`src/sv/nia_pkg.sv`:
```
// ----------------------------------------------------------------------------
// nia_pkg
// Shared types and codes for the node ID slot allocator.
// ----------------------------------------------------------------------------
`default_nettype none

package nia_pkg;

  localparam int ID_W     = 16;
  localparam int SLOT_F_W = 5;   // slot_index field width
  localparam int USED_F_W = 6;   // entries_used field width
  localparam int STAT_W   = 3;

  // status codes
  localparam logic [STAT_W-1:0] ST_FOUND     = 3'd0;
  localparam logic [STAT_W-1:0] ST_ADDED     = 3'd1;
  localparam logic [STAT_W-1:0] ST_FULL      = 3'd2;
  localparam logic [STAT_W-1:0] ST_NOT_FOUND = 3'd3;
  localparam logic [STAT_W-1:0] ST_IGNORED   = 3'd4;

  // opcodes
  localparam logic OP_ADD    = 1'b0;
  localparam logic OP_LOOKUP = 1'b1;

  // request word
  typedef struct packed {
    logic            opcode;
    logic [ID_W-1:0] node_id_in;
    logic            already_indexed;
  } req_t;

  // result word
  typedef struct packed {
    logic [SLOT_F_W-1:0] slot_index;
    logic [STAT_W-1:0]   status;
    logic [USED_F_W-1:0] entries_used;
  } res_t;

  // search token handed from cell to cell
  typedef struct packed {
    logic            active;
    logic            add;       // place the ID if absent
    logic            hit;       // match seen upstream
    logic            free_hit;  // free slot seen upstream
    logic [ID_W-1:0] id;
  } tok_t;

endpackage

`default_nettype wire

```
`src/sv/node_id_index_allocator.sv`:
```
// ----------------------------------------------------------------------------
// node_id_index_allocator
// Node ID table with lookup, lowest-free-slot insert, and full detection.
// ----------------------------------------------------------------------------
// Usage: raise start with a request word while busy is low. Exactly one
// result word follows, shown for one cycle with done high; the receiver
// cannot stall it and must take it in that cycle. Ignored requests (ID zero
// or already indexed) and requests for this node's own ID answer in the
// cycle after acceptance and never raise busy. All other requests run a
// search token down a row of NUM_SLOTS-1 slot cells, one cell per cycle;
// busy stays high while the token is in the row and drops as the result
// word is shown. The next word can be taken once busy is low, so only one
// request is in hand at a time and the row length sets the rate. Slot zero
// lives in the own_id register, written over the cfg channel, which is
// ready whenever busy is low.
// Reset empties every slot and sets own_id to 1.
// ----------------------------------------------------------------------------
`default_nettype none

module node_id_index_allocator import nia_pkg::*; #(
  parameter int NUM_SLOTS = 32
) (
  input  wire logic            clk,
  input  wire logic            rst,
  // request
  input  wire logic            start,
  output logic                 busy,
  input  wire req_t            req,
  // result
  output logic                 done,
  output res_t                 res,
  // own_id write channel
  input  wire logic            cfg_valid,
  output logic                 cfg_ready,
  input  wire logic [ID_W-1:0] cfg_data
);

  localparam int SLOT_W  = (NUM_SLOTS > 2) ? $clog2(NUM_SLOTS) : 1;
  localparam int COUNT_W = $clog2(NUM_SLOTS + 1);
  localparam int CELLS   = NUM_SLOTS - 1;

  typedef enum logic {S_IDLE, S_SCAN} state_t;

  state_t             state;
  logic [ID_W-1:0]    own_id;
  logic [COUNT_W-1:0] count;
  tok_t               tok_head;

  // token chain taps: index 0 is the head register, k is cell k's output
  tok_t               tok       [CELLS+1];
  logic [SLOT_W-1:0]  hit_slot  [CELLS+1];
  logic [SLOT_W-1:0]  free_slot [CELLS+1];

  logic               wr_en;
  logic [SLOT_W-1:0]  wr_slot;
  logic               accept;
  logic               ignored;
  tok_t               tail;

  assign busy      = (state == S_SCAN);
  assign cfg_ready = !busy;
  assign accept    = start && !busy;
  assign ignored   = (req.node_id_in == '0) || req.already_indexed;
  assign tail      = tok[CELLS];

  // insert happens as the token leaves the last cell
  assign wr_en   = busy && tail.active && !tail.hit && tail.add && tail.free_hit;
  assign wr_slot = free_slot[CELLS];

  assign tok[0]       = tok_head;
  assign hit_slot[0]  = '0;
  assign free_slot[0] = '0;

  genvar g;
  generate
    for (g = 1; g <= CELLS; g++) begin : g_cell
      nia_cell #(
        .SLOT_W (SLOT_W),
        .SLOT   (g)
      ) u_cell (
        .clk           (clk),
        .rst           (rst),
        .tok_in        (tok[g-1]),
        .hit_slot_in   (hit_slot[g-1]),
        .free_slot_in  (free_slot[g-1]),
        .tok_out       (tok[g]),
        .hit_slot_out  (hit_slot[g]),
        .free_slot_out (free_slot[g]),
        .wr_en         (wr_en),
        .wr_slot       (wr_slot),
        .wr_id         (tail.id)
      );
    end
  endgenerate

  always_ff @(posedge clk) begin
    if (rst) begin
      state           <= S_IDLE;
      own_id          <= 16'd1;
      count           <= COUNT_W'(1);
      done            <= 1'b0;
      tok_head.active <= 1'b0;
    end else begin
      done            <= 1'b0;
      tok_head.active <= 1'b0;
      if (cfg_valid && cfg_ready) begin
        own_id <= cfg_data;
      end
      case (state)
        S_IDLE: begin
          if (accept) begin
            if (ignored) begin
              done             <= 1'b1;
              res.slot_index   <= '0;
              res.status       <= ST_IGNORED;
              res.entries_used <= USED_F_W'(count);
            end else if (req.node_id_in == own_id) begin
              // slot zero checked here, ahead of the row
              done             <= 1'b1;
              res.slot_index   <= '0;
              res.status       <= ST_FOUND;
              res.entries_used <= USED_F_W'(count);
            end else begin
              tok_head.active   <= 1'b1;
              tok_head.add      <= (req.opcode == OP_ADD);
              tok_head.hit      <= 1'b0;
              tok_head.free_hit <= 1'b0;
              tok_head.id       <= req.node_id_in;
              state             <= S_SCAN;
            end
          end
        end
        S_SCAN: begin
          if (tail.active) begin
            done  <= 1'b1;
            state <= S_IDLE;
            if (tail.hit) begin
              res.slot_index   <= SLOT_F_W'(hit_slot[CELLS]);
              res.status       <= ST_FOUND;
              res.entries_used <= USED_F_W'(count);
            end else if (!tail.add) begin
              res.slot_index   <= '0;
              res.status       <= ST_NOT_FOUND;
              res.entries_used <= USED_F_W'(count);
            end else if (tail.free_hit) begin
              count            <= count + COUNT_W'(1);
              res.slot_index   <= SLOT_F_W'(free_slot[CELLS]);
              res.status       <= ST_ADDED;
              res.entries_used <= USED_F_W'(count + COUNT_W'(1));
            end else begin
              res.slot_index   <= '0;
              res.status       <= ST_FULL;
              res.entries_used <= USED_F_W'(count);
            end
          end
        end
        default: begin
          state <= S_IDLE;
        end
      endcase
    end
  end

endmodule

`default_nettype wire

```
`src/sv/nia_cell.sv`:
```
// ----------------------------------------------------------------------------
// nia_cell
// One table slot: holds an ID, checks the passing token, forwards it.
// ----------------------------------------------------------------------------
`default_nettype none

module nia_cell import nia_pkg::*; #(
  parameter int SLOT_W = 5,
  parameter int SLOT   = 1
) (
  input  wire logic              clk,
  input  wire logic              rst,
  input  wire tok_t              tok_in,
  input  wire logic [SLOT_W-1:0] hit_slot_in,
  input  wire logic [SLOT_W-1:0] free_slot_in,
  output tok_t                   tok_out,
  output logic      [SLOT_W-1:0] hit_slot_out,
  output logic      [SLOT_W-1:0] free_slot_out,
  input  wire logic              wr_en,
  input  wire logic [SLOT_W-1:0] wr_slot,
  input  wire logic [ID_W-1:0]   wr_id
);

  localparam logic [SLOT_W-1:0] MY_SLOT = SLOT_W'(SLOT);

  logic [ID_W-1:0]   id;
  tok_t              tok_next;
  logic [SLOT_W-1:0] hit_slot_next;
  logic [SLOT_W-1:0] free_slot_next;

  always_comb begin
    tok_next       = tok_in;
    hit_slot_next  = hit_slot_in;
    free_slot_next = free_slot_in;
    if (tok_in.active && !tok_in.hit && id == tok_in.id) begin
      tok_next.hit  = 1'b1;
      hit_slot_next = MY_SLOT;
    end
    if (tok_in.active && !tok_in.free_hit && id == '0) begin
      tok_next.free_hit = 1'b1;
      free_slot_next    = MY_SLOT;
    end
  end

  always_ff @(posedge clk) begin
    if (rst) begin
      id             <= '0;
      tok_out.active <= 1'b0;
    end else begin
      if (wr_en && wr_slot == MY_SLOT) begin
        id <= wr_id;
      end
      tok_out <= tok_next;
    end
    hit_slot_out  <= hit_slot_next;
    free_slot_out <= free_slot_next;
  end

endmodule

`default_nettype wire

```
`config.mk`:
```
export PLATFORM = sky130hd
export DESIGN_NAME = node_id_index_allocator
export DESIGN_NICKNAME = d
export VERILOG_FILES = /design/src/sv/nia_pkg.sv /design/src/sv/node_id_index_allocator.sv /design/src/sv/nia_cell.sv
export SDC_FILE = /design/constraint.sdc
export NUM_CORES = 2
export LEC_CHECK = 0
export BUFFER_PORTS_ARGS = -buffer_cell sky130_fd_sc_hd__buf_2
export CAP_MARGIN = 20
export CELL_PAD_IN_SITES_DETAIL_PLACEMENT = 1
export CELL_PAD_IN_SITES_GLOBAL_PLACEMENT = 1
export CORE_MARGIN = 2
export CORE_UTILIZATION = 53
export DETAILED_ROUTE_END_ITERATION = 7
export GPL_ROUTABILITY_DRIVEN = 0
export PLACE_DENSITY_LB_ADDON = 0.05
export SLEW_MARGIN = 20
export SYNTH_ARGS = -nofsm -noshare
export SYNTH_HDL_FRONTEND = slang
export SYNTH_HIERARCHICAL = 1
export SYNTH_SLANG_ARGS = --single-unit
export TNS_END_PERCENT = 100
```
`constraint.sdc`:
```
create_clock -name clk -period 2.9 [get_ports clk]
set_input_delay 0.29 -clock clk [delete_from_list [all_inputs] [get_ports clk]]
set_output_delay 0.29 -clock clk [all_outputs]
set_load 0.02 [all_outputs]
```
==> flow_summary.yaml <==
outcome:
  outcome: "complete, no violations"
place:
  placedInstanceArea_mm2: 0.0576
  dp_hpwl_mm: 97.6
  io_buffers: 54
  dpl_worst_slack_ps: 231
synthesis:
  synth_compound_area_share_pct: 2.84
  synthAdderAreaFrac_pct: 0.0227
  synth_xor_area_share_pct: 7.79
  syn_inst: 4129
  yosys_warnings: 6
  synthTopCellsByArea: "edfxtp_1 34%, dfxtp_1 31%, mux2i_1 9.0%"
  ys_types: 47
  synth_area_leader_cell: "edfxtp_1"
  synth_edf_count: 620
  yosys_register_bits: 1482
  muxShareOfSynthArea_pct: 9.01
  synth.avg_cell_area_um2: 13.4
  synth-simple-area-share_pct: 13.8
  yosysSeqAreaShare_pct: 65.0
  synthArstFlopShare_pct: 0
  synth.top_cell.area_share_pct: 33.7
  synth_top_family_by_area: "simple AND/OR/NAND/NOR gates"
  ys.flop_type: "dfxtp_1"
  synthesis.area_mm2: 0.0552
critical_path:
  critical_path_buf_inv_count: 3
  cpPeakStageDelay_ps: 390
  cpMaxStageDelayCell: "edfxtp_1"
  critPathRequiredTime_ps: 3520
  arrival_ps: 3200
  cp_cell_sequence: "and4b_1, nand2_1, clkinvlp_4, buf_4, nand4b_1, nor3b_2, buf_4, mux2i_1, nor2_1"
  cp_max_fo: 16
  end_kind: "flip-flop"
  crit_top_cell: "buf_4"
  start_kind: "flip-flop"
  crit_family: "simple AND/OR/NAND/NOR gates"
  worst-setup-path-type: "flip-flop to flip-flop"
pwr:
  power_w: 0.0446
  pwr-share-seq_pct: 51.9
  powerDensity_mw_per_mm2: 706
  comb_power_share_pct: 3.6
  p_int_w: 0.0349
  clockPowerShare_pct: 44.5
  peakVddDrop_v: 0.000573
  p_switching_w: 0.00964
  swShare_pct: 21.6
  leakage_nw: 23.9
grt:
  grt_start_max_net_pins: 86
  grt_antenna_before_repair: 2
  grt_util_all_layers_pct: 27.5
  grt_pass1_wl_mm: 221
  gr-total-overflow: 0
  first_global_vias: 35000
final_layout:
  drive_gt1_share_pct: 11.3
  fin_area_mm2: 0.0631
  nNetsFinal: 4420
  fillers: 9918
  syn2layout_area_growth_pct: 14.2
die:
  die-area_mm2: 0.107
  std_cell_rows: 118
  ios: 55
  die_y_um: 327
  start_util_pct: 53.3
  fp.coreArea_mm2: 0.103
  fp.dieW_um: 327
clocking:
  insertion_delay_ps: 760
  cts_buffer_depth: 3
  clock_sinks: 1482
  h-tree-depth: 4
  root_buffer: "clkbuf_16"
  cts_setup_buffers: 0
  cts.clk_slew.worst_paths_ps: 60
  cts_buffers: 152
  cts_tree: "done"
sta:
  tightest_slew_ps: 1120
  period_share_pct: 88.9
  setup-tns-final_ps: 0
  fmax_mhz: 388
  final.setup_skew_ps: 17.7
  hold_viol: 0
  rsz0062_at_grt: "false"
  slew_headroom_pct: 24.8
  setup_ws_ps: 322
  setup_violations: 0
  whs_ps: 94.4
  fin_crit_ps: 2580
  drv_slew: 0
drt:
  drt_pass1_iterations: 5
  routed.top_layer: "met4"
  drt_iter0_markers: 2127
  wl_per_cell_um: 24.9
  vias: 32900
  wl_met3_mm: 6.63
  met2WireLength_mm: 70.7
  ant_nets: 0
  finalWirelength_mm: 147
  drc: 0
  met1Wirelength_mm: 65.4
  vias_per_cell: 5.59
job:
  cap_viol_max_count: 0
min_path:
  hp-class: "input pin to flip-flop"
[logic make-up after synthesis]
family,Yosys count
simple gates,1286
compound gates,213
other cells,1
buf+inv,158
flops,1482
fa+ha+maj,1
mux,497
xor+xnor,491
[cell usage after synthesis, types with 33 or more instances]
| cell type | count |
|---|---|
| nor4b_1 | 52 |
| clkbuf_1 | 35 |
| nor4_4 | 33 |
| nand2b_1 | 33 |
| nand2_1 | 45 |
| nor2_1 | 504 |
| a21boi_0 | 50 |
| xor2_1 | 243 |
| edfxtp_1 | 620 |
| a21o_1 | 40 |
| mux2i_1 | 496 |
| nand3_1 | 52 |
| o21bai_1 | 71 |
| or2_1 | 111 |
| xnor2_1 | 248 |
| inv_1 | 36 |
| nor4_1 | 115 |
| dfxtp_1 | 862 |
| nor2b_1 | 139 |
| nand4_1 | 71 |
[worst paths after layout]
kind | start | to | slack [ps] | cells past startpoint
worst max-delay path | g_cell[31].u_cell/tok_out[17] | g_cell[22].u_cell/id[8] | 320 | 9
worst max register to register | g_cell[31].u_cell/tok_out[17] | g_cell[22].u_cell/id[8] | 320 | 9
worst min register to register | g_cell[6].u_cell/free_slot_out[2] | g_cell[7].u_cell/free_slot_out[2] | 410 | 1
worst min-delay path | rst | count[3] | 90 | 2
[layout by cell type (no fill, tap or decap), types with 9 or more instances in the layout]
cell,n
nand4b_1,26
a21oi_1,18
nand3b_1,9
inv_1,35
nor4_4,33
o21bai_1,71
nor3_1,15
xnor2_1,248
nor4_1,115
a21o_1,40
nand4_1,71
or4_4,31
or2_1,111
bufinv_16,11
clkbuf_8,22
buf_2,53
nand2_1,45
conb_1,14
buf_4,109
nor2_1,504
clkbuf_1,29
o21a_1,25
nor3b_2,9
clkinv_2,28
dfxtp_1,860
clkbuf_16,163
mux2i_1,496
nor4b_1,52
dlygate4sd3_1,35
nor2b_1,139
nand3_1,52
clkinv_1,15
nor4_2,15
buf_12,9
a21boi_0,50
xor2_1,243
edfxtp_1,620
nand2b_1,33
[layout make-up]
cell class	count	area (um2)	area share, %
diodes	2	5.00	0.00793
flip-flops and latches	1482	35900	56.9
repair buffers	207	1630	2.58
inverters	36	139	0.220
well taps	1380	1730	2.74
clock inverters	65	607	0.962
clock buffers	214	4490	7.12
multi-input cells	2502	18600	29.5
[sequential cells by signal, summed over array words and instances (netlist names)]
signal / cells
done: 1
busy: 1
own_id: 16
count: 6
g_cell.u_cell/id: 496
g_cell.u_cell/hit_slot_out: 155
g_cell.u_cell/tok_out: 620
tok: 18
res: 14
g_cell.u_cell/free_slot_out: 155
[per-stage QoR]
step / std cells / util, %
final: 5888 / 60.9
after detailed placement: 5572 / 55.7
after floorplan: 4142 / -
after CTS: 5886 / 60.9
after global routing: 5886 / 60.9
after global placement: 5572 / 55.7
[power by group through the flow]
stage | Sequential [W] | Combinational (W) | Clock, W
6_report | 0.0231 | 0.00160 | 0.0198
2_1_floorplan | 0.0234 | 0.000815 | 0
4_1_cts | 0.0231 | 0.00160 | 0.0201
3_5_place_dp | 0.0236 | 0.00154 | 0
3_3_place_gp | 0.0236 | 0.00151 | 0
5_1_grt | 0.0232 | 0.00171 | 0.0210
[metal layers]
metal  GRT usage (%)  vias up
met5               0        -
met3            4.27      211
li1                -    15100
met4            8.53        0
met2            45.8      752
met1            36.9    16800
[worst register-to-register path, stage by stage (launching register included)]
cell and delay (ps):
edfxtp_1 390, and4b_1 300, nand2_1 150, clkinvlp_4 270
buf_4 280, nand4b_1 170, nor3b_2 250, buf_4 320
mux2i_1 250, nor2_1 60
[repair_timing]
item / 4_1_cts / 5_1_grt
setup endpoints to repair: 0 / 5
hold buffers: 35 / 0
gates resized for setup: 0 / 1
endpoints found under the hold margin: 36 / 0
Note: power is estimated with default switching activity, not from simulation.
